==> src/rtl/sample_without_replacement_top_macros.svh <==
// assertion macros for the sample-without-replacement block
// expects signals named clk and rst_n in the scope where a macro is used
`ifndef SAMPLE_WITHOUT_REPLACEMENT_TOP_MACROS_SVH
`define SAMPLE_WITHOUT_REPLACEMENT_TOP_MACROS_SVH

`ifndef NO_ASSERTIONS

// consequent must hold in the same cycle as the antecedent
`define SWR_ASSERT_SAME(label, ante, cons) \
    label: assert property (@(posedge clk) disable iff (!rst_n) (ante) |-> (cons)) \
        else $error("sample_without_replacement: same-cycle check failed");

// consequent must hold in the cycle after the antecedent
`define SWR_ASSERT_NEXT(label, ante, cons) \
    label: assert property (@(posedge clk) disable iff (!rst_n) (ante) |=> (cons)) \
        else $error("sample_without_replacement: next-cycle check failed");

`else

`define SWR_ASSERT_SAME(label, ante, cons)
`define SWR_ASSERT_NEXT(label, ante, cons)

`endif

`endif

==> src/rtl/swr_pkg.sv <==
// shared types and constants for the sample-without-replacement block
// no dependencies
package swr_pkg;

    // fixed field widths
    localparam int RAND_W  = 32;
    localparam int CFG_W   = 13;
    localparam int PICK_W  = 12;
    localparam int CFG_IDX_W = 1;

    // configuration register indexes
    localparam logic [CFG_IDX_W-1:0] CFG_POPULATION = 1'b0;
    localparam logic [CFG_IDX_W-1:0] CFG_SAMPLE     = 1'b1;

    // register reset values
    localparam logic [CFG_W-1:0] POPULATION_RESET = 13'd4096;
    localparam logic [CFG_W-1:0] SAMPLE_RESET     = 13'd1;

    // sample tag kept beside each remap entry
    localparam int EPOCH_W = 8;
    localparam logic [EPOCH_W-1:0] EPOCH_MAX = {EPOCH_W{1'b1}};

    // entries in the queue between front and back
    localparam int QUEUE_DEPTH = 4;

    // per-draw flags worked out by the front
    typedef struct packed {
        logic start;
        logic last;
    } swr_flags_t;

    // one result beat
    typedef struct packed {
        logic [PICK_W-1:0] picked_index;
        logic              last_of_sample;
    } swr_result_t;

endpackage

==> src/rtl/swr_queue.sv <==
// short queue that parts the front end from the back end
// depends on swr_pkg
module swr_queue #(
    parameter int WIDTH = 26
) (
    input  logic             clk,
    input  logic             rst_n,
    input  logic             in_valid,
    output logic             in_ready,
    input  logic [WIDTH-1:0] in_data,
    output logic             out_valid,
    input  logic             out_pop,
    output logic [WIDTH-1:0] out_data
);
    import swr_pkg::*;

    localparam int PTR_W = $clog2(QUEUE_DEPTH);
    localparam int CNT_W = $clog2(QUEUE_DEPTH + 1);

    logic [WIDTH-1:0] entry_reg [QUEUE_DEPTH];
    logic [PTR_W-1:0] wr_ptr_reg;
    logic [PTR_W-1:0] rd_ptr_reg;
    logic [CNT_W-1:0] count_reg;
    logic             push;
    logic             pop;

    assign in_ready  = (count_reg != CNT_W'(QUEUE_DEPTH));
    assign out_valid = (count_reg != '0);
    assign push      = in_valid && in_ready;
    assign pop       = out_pop && out_valid;
    assign out_data  = entry_reg[rd_ptr_reg];

    // pointers and fill count
    always_ff @(posedge clk or negedge rst_n)
    begin
        if (!rst_n)
        begin
            wr_ptr_reg <= '0;
            rd_ptr_reg <= '0;
            count_reg  <= '0;
        end
        else
        begin
            if (push)
                wr_ptr_reg <= wr_ptr_reg + PTR_W'(1);
            if (pop)
                rd_ptr_reg <= rd_ptr_reg + PTR_W'(1);
            if (push && !pop)
                count_reg <= count_reg + CNT_W'(1);
            else if (pop && !push)
                count_reg <= count_reg - CNT_W'(1);
        end
    end

    // entry storage
    always_ff @(posedge clk)
    begin
        if (push)
            entry_reg[wr_ptr_reg] <= in_data;
    end

endmodule

==> config.mk <==
export PLATFORM = sky130hd
export DESIGN_NAME = swr_queue
export DESIGN_NICKNAME = d
export VERILOG_FILES = /design/src/rtl/sample_without_replacement_top_macros.svh /design/src/rtl/swr_pkg.sv /design/src/rtl/swr_queue.sv
export SDC_FILE = /design/constraint.sdc
export NUM_CORES = 1
export LEC_CHECK = 0
export BUFFER_PORTS_ARGS = -buffer_cell sky130_fd_sc_hd__buf_2
export CAP_MARGIN = 20
export CORE_UTILIZATION = 47
export DETAILED_ROUTE_END_ITERATION = 7
export PLACE_DENSITY = 0.67
export SETUP_SLACK_MARGIN = 0.5
export SLEW_MARGIN = 25
export SYNTH_ARGS = -nofsm -noshare
export SYNTH_HDL_FRONTEND = slang
export SYNTH_SLANG_ARGS = --single-unit
==> constraint.sdc <==
create_clock -name clk -period 2.6 [get_ports clk]
set_clock_uncertainty 0.05 [all_clocks]
set_input_delay 0.13 -clock clk [delete_from_list [all_inputs] [get_ports clk]]
set_output_delay 0.13 -clock clk [all_outputs]
set_load 0.05 [all_outputs]
==> reports/results.env <==
GRT_ANTENNA_BEFORE_REPAIR=0
CLOCK_TREE.ROOT_CELL='sky130_fd_sc_hd__clkbuf_8'
MUXSHAREOFSYNTHAREA_PCT=15.2
SYNTH_FF_TYPE='sky130_fd_sc_hd__edfxtp_1'
SYNTH_AREA_LEADER_CELL='sky130_fd_sc_hd__edfxtp_1'
DRIVE_GT1_SHARE_PCT=41.3
SYNTH.FF_LATCH_COUNT=111
FINAL.FILL_COUNT=660
MAX_REG_FLOPS=104
MIN_CLOCK_PERIOD_POST_ROUTE_NS=2.03
SYNTH_NETS=207
FINAL_HOLD_VIOL_COUNT=0
GRT_PASS1_WL_UM=11400
WORSTPATHMAXFANOUT=3
SEQUENTIAL_CELL_AREA_SQ_UM=3300
MIN_PATH_TYPE='in2async'
CTS_BUFS_INSERTED=9
DIEWIDTH_UM=96.7
PLACEMENT.IO_BUFFERS=57
HPWL_UM=4540
DRT_PASS1_ITERATIONS=4
HEADROOM_TO_THE_MAX_SLEW_LIMIT_PCT=66.5
NUM_ANTENNA_CELLS=0
GRT_SETUP_UNREPAIRED='yes'
POSTROUTEWIRELENGTH_UM=7000
WORST_SETUP_HOLD_PATH_CLK_SLEW_NS=0.10
SYNTH_ENABLE_FLOP_CELLS=104
P_PER_AREA_nW_PER_UM2=1190
POST-ROUTE-DRC-COUNT=0
SYNTH.TOP_CELLS.BY_COUNT='104 x sky130_fd_sc_hd__edfxtp_1, 18 x sky130_fd_sc_hd__mux4_2, 8 x sky130_fd_sc_hd__mux4_1'
FIRST_GLOBAL_VIAS=2222
TOTAL_GLOBAL_ROUTE_TRACK_USAGE_PCT=16.3
POST_SYNTH_AND_OR_NAND_NOR_AREA_FRACTION_PCT=1.22
CRITICALPATHCATEGORY='reg2reg'
LAYOUT_WORST_PATH_CYCLE_SHARE_PCT=78.1
REPORT.FINAL.SETUP_VIOL=0
FLOORPLAN.CORE_AREA_SQ_UM=8680
SYN_INST=171
COMPOUND_GATE_FRACTION_OF_SYNTH_AREA_PCT=0.267
CTS_TREE='yes'
IOS=58
CTS_SINKS=111
H_TREE_DEPTH=3
STARTING_DENSITY_OF_THE_CORE_PCT=48.5
RR_WORST_DEPTH=8
DRT-WIRELENGTH-PER-CELL_UM=17.8
SYNTHDISTINCTLIBCELLS=19
FRACTION_OF_THE_YOSYS_AREA_TAKEN_BY_SEQUENTIAL_CELLS_PCT=78.3
WORSTSETUPENDPOINTTYPE='flip-flop'
SYNTHMOSTINSTANTIATEDCELL='sky130_fd_sc_hd__edfxtp_1'
ROW_COUNT=34
LARGEST_FAMILY_OF_LOGIC_CELLS_BY_SYNTHESIZED_AREA='multiplexers'
FINISH.NET_COUNT=317
POWER.LEAKAGE_nW=1.90
POWER.TOTAL_mW=6.25
YOSYS.AREA_SHARE.ADDER_PCT=1.96
SYNTH.AREA.TOP_CELLS='sky130_fd_sc_hd__edfxtp_1 74%, sky130_fd_sc_hd__mux4_2 9.6%, sky130_fd_sc_hd__mux4_1 5.0%, sky130_fd_sc_hd__dfrtp_1 4.2%, sky130_fd_sc_hd__ha_1 1.5%'
SYNTH.YOSYS.WARNINGS=0
CLOCK_INSERTION_DELAY_WORST_SKEW_NS=0.36
AVERAGE_VIAS_PER_PLACED_INSTANCE=5.12
AREA.GROWTH.SYNTH_TO_FINAL_PCT=24.9
GP_CONGESTION=0.691
WORST-ENDPOINT-ARRIVAL_NS=2.27
FINAL.SETUP.TNS_NS=0
IRDROPWORSTVDD_mV=0.678
DR_TOTAL_VIAS=2018
DRT_ITER0_MARKERS=75
FIN_HOLD_WS_NS=0.0694
START_KIND='flip-flop'
DETAIL-ROUTE-ANTENNA-NETS=0
DIE_HEIGHT_UM=96.7
DRV_CAP=0
CLOCK.FMAX_GHz=0.492
OUTCOME='finished, final reports clean'
TIGHTEST_SLEW_NS=0.503
NETLIST.AREA_LEADER.SHARE_PCT=74.2
FP.DIEAREA_SQ_UM=9340
GRT_OVERFLOW_TOTAL=0
POST_SYNTH.CELL_AREA_AVG_SQ_UM=24.6
MULTI_INPUT_AREA_SQ_UM=863
ASYNCSETRESETFLOPFRACSYNTH_PCT=6.31
SYNTH_XOR_AREA_SHARE_PCT=1.25
GRT_START_MAX_NET_PINS=21
POST_SYNTH_INSTANCE_AREA_SQ_UM=4210
WORST-ENDPOINT-REQUIRED_NS=2.84
CLOCK_TREE.BUFFER_DEPTH=2
FINAL_NUMBER_OF_MAX_TRANSITION_VIOLATIONS=0
-- area by class of cell --
| cell class | instances | area share, % |
|---|---|---|
| Clock buffer | 9 | 2.36 |
| Clock inverter | 7 | 1.71 |
| Inverter | 3 | 0.214 |
| Multi-Input combinational cell | 51 | 16.4 |
| Sequential cell | 111 | 62.8 |
| Tap cell | 108 | 2.57 |
| Timing Repair Buffer | 105 | 13.9 |
-- through the flow --
step / cell area (sq um) / util, % / std cells / setup WS (ns)
CTS: 5220 / 60.1 / 392 / 0.506
global route: 5260 / 60.6 / 394 / 0.469
detailed placement: 4690 / 54.1 / 344 / 0.501
finish: 5260 / 60.6 / 394 / 0.569
global placement: 4690 / 54.1 / 344 / 0.561
floorplan: 4220 / - / 171 / 0.510
-- logic make-up after synthesis --
group,count (synthesis)
AO/OA/AOI/OAI,1
multiplexers,28
buffers and inverters,9
AND/OR/NAND/NOR,10
XOR/XNOR,6
flip-flops,111
adder cells (fa/ha/maj),6
-- cells in the final DEF (no fill, tap or decap), types with 2 or more instances in the layout --
cell,synthesis,final
sky130_fd_sc_hd__edfxtp_1,104,104
sky130_fd_sc_hd__buf_2,3,57
sky130_fd_sc_hd__dlygate4sd3_1,0,28
sky130_fd_sc_hd__mux4_2,18,18
sky130_fd_sc_hd__buf_4,0,18
sky130_fd_sc_hd__clkbuf_8,0,9
sky130_fd_sc_hd__mux4_1,8,8
sky130_fd_sc_hd__dfrtp_1,7,5
sky130_fd_sc_hd__and2_1,4,4
sky130_fd_sc_hd__xnor2_1,4,4
sky130_fd_sc_hd__ha_1,5,4
sky130_fd_sc_hd__inv_1,3,3
sky130_fd_sc_hd__nor2_1,2,2
sky130_fd_sc_hd__mux2_2,2,2
sky130_fd_sc_hd__xor2_1,2,2
sky130_fd_sc_hd__inv_8,0,2
-- worst max-delay path: stages (launching register included) --
cell	delay (ns)
sky130_fd_sc_hd__dfrtp_1	0.41
sky130_fd_sc_hd__or3_4	0.40
sky130_fd_sc_hd__nand2_2	0.10
sky130_fd_sc_hd__ha_4	0.14
sky130_fd_sc_hd__inv_1	0.05
sky130_fd_sc_hd__fa_1	0.36
sky130_fd_sc_hd__xor2_1	0.15
sky130_fd_sc_hd__nor2_1	0.14
sky130_fd_sc_hd__xor2_1	0.16
-- report_power, final --
group | internal [mW] | leakage [nW] | switching, mW
combinational | 0.939 | 0.761 | 1.72
sequential | 2.38 | 1.03 | 0.160
clock | 0.469 | 0.108 | 0.587
-- worst paths after layout --
check | startpoint | to | slack [ns]
min in group clk | in_valid | wr_ptr_reg[0] | 0.15
max reg2reg | count_reg[2] | count_reg[2] | 0.57
max | count_reg[2] | count_reg[2] | 0.57
min | rst_n | count_reg[1] | 0.07
max in group asynchronous | rst_n | rd_ptr_reg[0] | 2.26
min reg2reg | count_reg[2] | count_reg[2] | 0.55
-- metal layers --
layer	global-route usage (%)	vias up	part of all wire, %
li1	-	938	-
met1	19.2	1032	41
met2	29.3	44	55
met3	3.18	4	3.1
met4	6.77	0	0.66
met5	0	-	0
-- repair_timing --
item	in CTS	in global routing
pin swaps	0	1
resized for setup	2	4
buffers inserted	4	2
hold endpoints to repair	112	0
hold buffers	28	0
gates cloned	0	0
setup endpoints to repair	21	11
Note: power is estimated with default switching activity, not from simulation.
