==> src/rtl/sample_without_replacement_top_macros.svh <==
// assertion macros for the sample-without-replacement block
// expects signals named clk and rst_n in the scope where a macro is used
`ifndef SAMPLE_WITHOUT_REPLACEMENT_TOP_MACROS_SVH
`define SAMPLE_WITHOUT_REPLACEMENT_TOP_MACROS_SVH

`ifndef NO_ASSERTIONS

// consequent must hold in the same cycle as the antecedent
`define SWR_ASSERT_SAME(label, ante, cons) \
    label: assert property (@(posedge clk) disable iff (!rst_n) (ante) |-> (cons)) \
        else $error("sample_without_replacement: same-cycle check failed");

// consequent must hold in the cycle after the antecedent
`define SWR_ASSERT_NEXT(label, ante, cons) \
    label: assert property (@(posedge clk) disable iff (!rst_n) (ante) |=> (cons)) \
        else $error("sample_without_replacement: next-cycle check failed");

`else

`define SWR_ASSERT_SAME(label, ante, cons)
`define SWR_ASSERT_NEXT(label, ante, cons)

`endif

`endif

==> src/rtl/swr_pkg.sv <==
// shared types and constants for the sample-without-replacement block
// no dependencies
package swr_pkg;

    // fixed field widths
    localparam int RAND_W  = 32;
    localparam int CFG_W   = 13;
    localparam int PICK_W  = 12;
    localparam int CFG_IDX_W = 1;

    // configuration register indexes
    localparam logic [CFG_IDX_W-1:0] CFG_POPULATION = 1'b0;
    localparam logic [CFG_IDX_W-1:0] CFG_SAMPLE     = 1'b1;

    // register reset values
    localparam logic [CFG_W-1:0] POPULATION_RESET = 13'd4096;
    localparam logic [CFG_W-1:0] SAMPLE_RESET     = 13'd1;

    // sample tag kept beside each remap entry
    localparam int EPOCH_W = 8;
    localparam logic [EPOCH_W-1:0] EPOCH_MAX = {EPOCH_W{1'b1}};

    // entries in the queue between front and back
    localparam int QUEUE_DEPTH = 4;

    // per-draw flags worked out by the front
    typedef struct packed {
        logic start;
        logic last;
    } swr_flags_t;

    // one result beat
    typedef struct packed {
        logic [PICK_W-1:0] picked_index;
        logic              last_of_sample;
    } swr_result_t;

endpackage

==> src/rtl/swr_front.sv <==
// front end: configuration registers, draw counting and fixed-point scaling
// depends on swr_pkg
module swr_front #(
    parameter int MAX_POPULATION = 4096
) (
    input  logic                            clk,
    input  logic                            rst_n,
    input  logic                            cfg_wr_en,
    input  logic [swr_pkg::CFG_IDX_W-1:0]   cfg_index,
    input  logic [swr_pkg::CFG_W-1:0]       cfg_data,
    input  logic                            in_valid,
    output logic                            in_ready,
    input  logic [swr_pkg::RAND_W-1:0]      random_fraction,
    input  logic                            restart,
    output logic                            fe_valid,
    input  logic                            fe_ready,
    output logic [$clog2(MAX_POPULATION)-1:0] fe_x,
    output logic [$clog2(MAX_POPULATION)-1:0] fe_tail,
    output swr_pkg::swr_flags_t             fe_flags
);
    import swr_pkg::*;

    localparam int IDX_W  = $clog2(MAX_POPULATION);
    localparam int CNT_W  = $clog2(MAX_POPULATION + 1);
    localparam int CW     = (CNT_W > CFG_W) ? CNT_W : CFG_W;
    localparam int PROD_W = RAND_W + CNT_W;
    localparam logic [CW-1:0] MAX_W = CW'(MAX_POPULATION);
    localparam logic [CW-1:0] ONE_W = CW'(1);

    logic [CFG_W-1:0]  population_reg;
    logic [CFG_W-1:0]  sample_reg;
    logic [CNT_W-1:0]  draw_count_reg;
    logic [CNT_W-1:0]  draw_count_next;
    logic              stage_valid_reg;
    logic [RAND_W-1:0] u_reg;
    logic [CNT_W-1:0]  m_reg;
    logic [CNT_W-1:0]  m_next;
    swr_flags_t        flags_reg;
    swr_flags_t        flags_next;

    logic [CW-1:0]     pop_w;
    logic [CW-1:0]     samp_w;
    logic [CW-1:0]     n_w;
    logic [CW-1:0]     k_w;
    logic [CNT_W-1:0]  base;
    logic [PROD_W-1:0] product;
    logic              accept;
    logic              push;

    // configuration writes
    always_ff @(posedge clk or negedge rst_n)
    begin
        if (!rst_n)
        begin
            population_reg <= POPULATION_RESET;
            sample_reg     <= SAMPLE_RESET;
        end
        else if (cfg_wr_en)
        begin
            unique case (cfg_index)
                CFG_POPULATION: population_reg <= cfg_data;
                CFG_SAMPLE:     sample_reg     <= cfg_data;
                default:        ;
            endcase
        end
    end

    // effective n and k, clamped to their legal ranges
    always_comb
    begin
        pop_w  = CW'(population_reg);
        samp_w = CW'(sample_reg);
        if (pop_w == '0)
            n_w = ONE_W;
        else if (pop_w > MAX_W)
            n_w = MAX_W;
        else
            n_w = pop_w;
        if (samp_w == '0)
            k_w = ONE_W;
        else if (samp_w > n_w)
            k_w = n_w;
        else
            k_w = samp_w;
    end

    // classify the beat: sample start, remaining population, last draw
    always_comb
    begin
        flags_next.start = restart || (CW'(draw_count_reg) >= k_w);
        base             = flags_next.start ? '0 : draw_count_reg;
        m_next           = CNT_W'(n_w) - base;
        draw_count_next  = base + CNT_W'(1);
        flags_next.last  = (CW'(draw_count_next) == k_w);
    end

    assign push     = stage_valid_reg && fe_ready;
    assign in_ready = !stage_valid_reg || fe_ready;
    assign accept   = in_valid && in_ready;

    // draw counter and stage control
    always_ff @(posedge clk or negedge rst_n)
    begin
        if (!rst_n)
        begin
            draw_count_reg  <= '0;
            stage_valid_reg <= 1'b0;
        end
        else
        begin
            if (accept)
                draw_count_reg <= draw_count_next;
            if (accept)
                stage_valid_reg <= 1'b1;
            else if (push)
                stage_valid_reg <= 1'b0;
        end
    end

    // stage payload
    always_ff @(posedge clk)
    begin
        if (accept)
        begin
            u_reg     <= random_fraction;
            m_reg     <= m_next;
            flags_reg <= flags_next;
        end
    end

    // x = floor(u * m / 2^32), registered by the queue
    assign product  = PROD_W'(u_reg) * PROD_W'(m_reg);
    assign fe_x     = product[RAND_W +: IDX_W];
    assign fe_tail  = IDX_W'(m_reg - CNT_W'(1));
    assign fe_flags = flags_reg;
    assign fe_valid = stage_valid_reg;

endmodule

==> config.mk <==
export PLATFORM = sky130hd
export DESIGN_NAME = swr_front
export DESIGN_NICKNAME = d
export VERILOG_FILES = /design/src/rtl/sample_without_replacement_top_macros.svh /design/src/rtl/swr_pkg.sv /design/src/rtl/swr_front.sv
export SDC_FILE = /design/constraint.sdc
export NUM_CORES = 1
export LEC_CHECK = 0
export ABC_CLOCK_PERIOD_IN_PS = 10300
export BUFFER_PORTS_ARGS = -buffer_cell sky130_fd_sc_hd__buf_2
export CAP_MARGIN = 5
export CORE_ASPECT_RATIO = 1.1
export CORE_MARGIN = 4
export CORE_UTILIZATION = 49
export CTS_CLUSTER_SIZE = 14
export DETAILED_ROUTE_END_ITERATION = 10
export GPL_TIMING_DRIVEN = 0
export PLACE_DENSITY = 0.62
export SLEW_MARGIN = 0
export SYNTH_ARGS = -nofsm -noshare
export SYNTH_HDL_FRONTEND = slang
export SYNTH_SLANG_ARGS = --single-unit
==> constraint.sdc <==
create_clock -name clk -period 10.3 [get_ports clk]
set_input_delay 2.06 -clock clk [delete_from_list [all_inputs] [get_ports clk]]
set_output_delay 2.06 -clock clk [all_outputs]
set_load 0.02 [all_outputs]
==> summary.md <==
| Metric | Value |
|---|---|
| Share of post-route cells with drive strength above 1 | `7.432%` |
| Crit path top cell by count | `fa_1` |
| Outcome | `finished clean` |
| Final setup fails | `0` |
| Routed wl met2 | `about 22000 um` |
| Worst Path Required | `8.24 ns` |
| Num CTS Buffers | `9` |
| Vias after detailed routing | `12690` |
| Fraction of registers with async set/reset | `45.98%` |
| Setup repair after global routing missed its margin | `false` |
| Post-Syn Area per Cell | `~9.3 um2` |
| M1 WL | `18680 um` |
| Worst-Margin Slew | `roughly 0.90 ns` |
| Critical Path Sink Type | `output port` |
| CP top delay family | `adder cells` |
| Setup total negative slack | `0 ns` |
| Final Max Tran Viols | `0` |
| Total GRT Usage | `between 20 and 30%` |
| I/O Pins | `80` |
| Initial antenna violation count | `0` |
| Number of global-route vias before repair | `~14000` |
| Highest routed layer | `met4` |
| Commonest non-fill, non-tap cell in the layout | `nand2_1` |
| Max FFs per register | `32` |
| Crit share post-route | `between 90% and 100%` |
| DRT Pass-1 Iters | `6` |
| Post-synth EDFFs | `47` |
| Cells after Synth | `1828` |
| CTS tree | `done` |
| Drt wl/cell | `18.93 um` |
| DRC Markers | `0` |
| Rel. slew slack | `40.03%` |
| Hold Violations, Final | `0` |
| Startpoint Class | `flip-flop` |
| Clock root buffer | `clkbuf_16` |
| Main synth FF type | `edfxtp_1` |
| Post-synthesis sequential area ratio | `approximately 14%` |
| Largest fanout on the critical path | `10` |
| Fillers | `3153` |
| Hold Crit Class | `flip-flop to flip-flop` |
| Port bufs | `slightly below 80` |
| Critical path type | `flip-flop to output port` |
| Clock transition at path regs | `around 0.07 ns` |
| Die footprint | `0.03756 mm2` |
| Buf/Inv on CP | `6` |
| DR vias/cell | `5.369` |
| Slowest cell on the critical path | `a2111oi_0` |
| Die Y | `approximately 200 um` |
| # clock sinks | `87` |
| First-pass GRT wire length | `approximately 74000 um` |
| Core ar. | `around 0.034 mm2` |
| Final core utilization | `between 50 and 60%` |
| Final GP Congestion | `between 0.9 and 1` |
| Drt total wl | `44740 um` |
| Fmax | `roughly 0.10 GHz` |
| Synthesized flop and latch total | `just under 90` |
| H-tree depth | `3` |
| Setup bufs post-CTS | `0` |
| Initial core utilization | `approximately half` |
| YS warnings | `0` |
| Crit path time final | `9.789 ns` |
| Synthesis-to-layout area growth | `7.679%` |
| Largest buffer count on any clock path | `2` |
| Largest net degree at the start of global routing | `41` |
| WP data arrival | `just under 8 ns` |
| MaxCap Viol Count | `0` |
| HPWL after detailed placement | `roughly 38000 um` |
| Met3 Wirelength | `~2800 um` |
| Fin Clk Skew | `~0.012 ns` |
| Layout Nets | `2423` |
| Most frequent cells in the layout | `nand2_1 (351), fa_1 (329), inv_1 (323), and2_1 (140), ha_1 (123)` |
| Syn nets | `between 2000 and 2500` |
| Post-synthesis instance area | `approximately 0.017 mm2` |
| Worst-Skew Late Latency | `around 0.36 ns` |
| Row cnt | `71` |
| Library cells used by synthesis | `~70` |
| Die X | `185.1 um` |
| Routed Antenna Nets | `0` |
| GRT Residual Overflow | `0` |
| Slowest stage delay, CP | `0.76 ns` |
| Initial DRC count | `a little under 800` |
| Post-CTS Hold Fix Bufs | `0` |
| Crit path cell chain | `clkbuf_1 > clkbuf_1 > nand2_1 > fa_1 > inv_1 > fa_1 > fa_1 > inv_1 > fa_1 > inv_1 > fa_1 > ha_1 > a21o_1 > a21oi_1 > o21ai_0 > a2111oi_0 > o32a_1 > nand3_1 > a31o_2 > a21oi_1 > xnor2_1 > buf_2` |
-- per-layer routing --
layer	global-route usage, %	vias up
met2	42.54	401
met5	0	-
li1	-	5814
met1	33.58	6396
met3	4.282	76
met4	7.735	0
-- layout make-up --
class / count / area, um2 / share of cell area (%)
inverter: 323 / 1212 / 6.657
multi-input combinational: 1325 / 12930 / 70.98
clock buffer: 9 / 225.2 / 1.237
antenna: 1 / 2.502 / 0.01374
tap: 438 / 548.0 / 3.009
sequential: 87 / 2415 / 13.26
clock inverter: 7 / 97.59 / 0.5359
timing repair buffer: 80 / 415.4 / 2.281
buffer: 93 / 369.1 / 2.027
-- worst paths after layout --
path / slack, ns / cells past startpoint / start / end
worst max-delay path: 0.51 / 22 / m_reg[2] / fe_x[3]
max in group asynchronous: 7.91 / 1 / rst_n / draw_count_reg[7]
min in group asynchronous: 1.82 / 1 / rst_n / pop_w[3]
worst max register to register: 2.30 / 29 / pop_w[12] / fe_flags[0]
worst min register to register: 0.53 / 1 / pop_w[0] / pop_w[0]
worst min-delay path: 0.53 / 1 / pop_w[0] / pop_w[0]
-- worst register-to-register path: cells and delay by family (launching register included) --
| kind | cells | cell delay [ns] |
|---|---|---|
| flops | 1 | 0.40 |
| fa+ha+maj | 3 | 0.94 |
| compound gates | 9 | 1.99 |
| buf+inv | 6 | 1.49 |
| simple gates | 11 | 3.00 |
-- repair_timing --
action	in CTS	in global routing
endpoints found under the setup margin	0	1
resized for setup	0	4
hold endpoints to repair	0	0
-- cells in the mapped netlist, drive strengths merged, types with 3 or more instances --
library cell  instances  area share (%)
nor4                 12            0.57
nand4                 6            0.22
nor2b                12            0.44
xnor2                27             1.4
nor2                 53             1.2
edfxtp               47             8.3
o211ai                6            0.27
ha                  123             9.1
nand2b                4            0.15
a211oi                4            0.21
mux2                 26             1.7
nand3                20            0.59
o21a                  4            0.18
nand2               351             7.8
a31oi                10            0.46
nor3                 16            0.47
fa                  329              39
clkbuf               85             1.9
a211o                 3            0.16
or3                   4            0.15
a21oi                35             1.0
and2                141             5.2
dfrtp                38             5.6
a21boi                4            0.18
o21ai                38             1.1
a21o                 21            0.93
xor2                 18            0.93
mux2i                 7            0.41
and3                  9            0.33
buf                   8            0.27
inv                 323             7.2
and4                  8            0.42
-- through the flow --
| step | area, um2 | setup WS [ns] | std cells | hold WS, ns |
|---|---|---|---|---|
| floorplan | 16910 | 2.309 | 1828 | 0.4813 |
| detailed placement | 17880 | 0.5458 | 2346 | 0.5138 |
| global placement | 17860 | 0.5640 | 2345 | 0.5019 |
| CTS | 18200 | 0.1209 | 2362 | 0.5332 |
| global route | 18210 | 0.1656 | 2362 | 0.5579 |
| finish | 18210 | 0.5109 | 2363 | 0.5323 |
-- logic make-up after synthesis --
| group | count (synthesis) | share of synthesized area [%] |
|---|---|---|
| AND/OR/NAND/NOR | 644 | 17.89 |
| adder cells (fa/ha/maj) | 452 | 48.04 |
| multiplexers | 33 | 2.145 |
| AO/OA/AOI/OAI | 150 | 5.852 |
| buffers and inverters | 416 | 9.321 |
| XOR/XNOR | 46 | 2.471 |
| flip-flops | 87 | 14.28 |
Power is left out: the tool's default activity adds up to more than one toggle a clock period on the data nets, which glitch-free logic cannot reach.
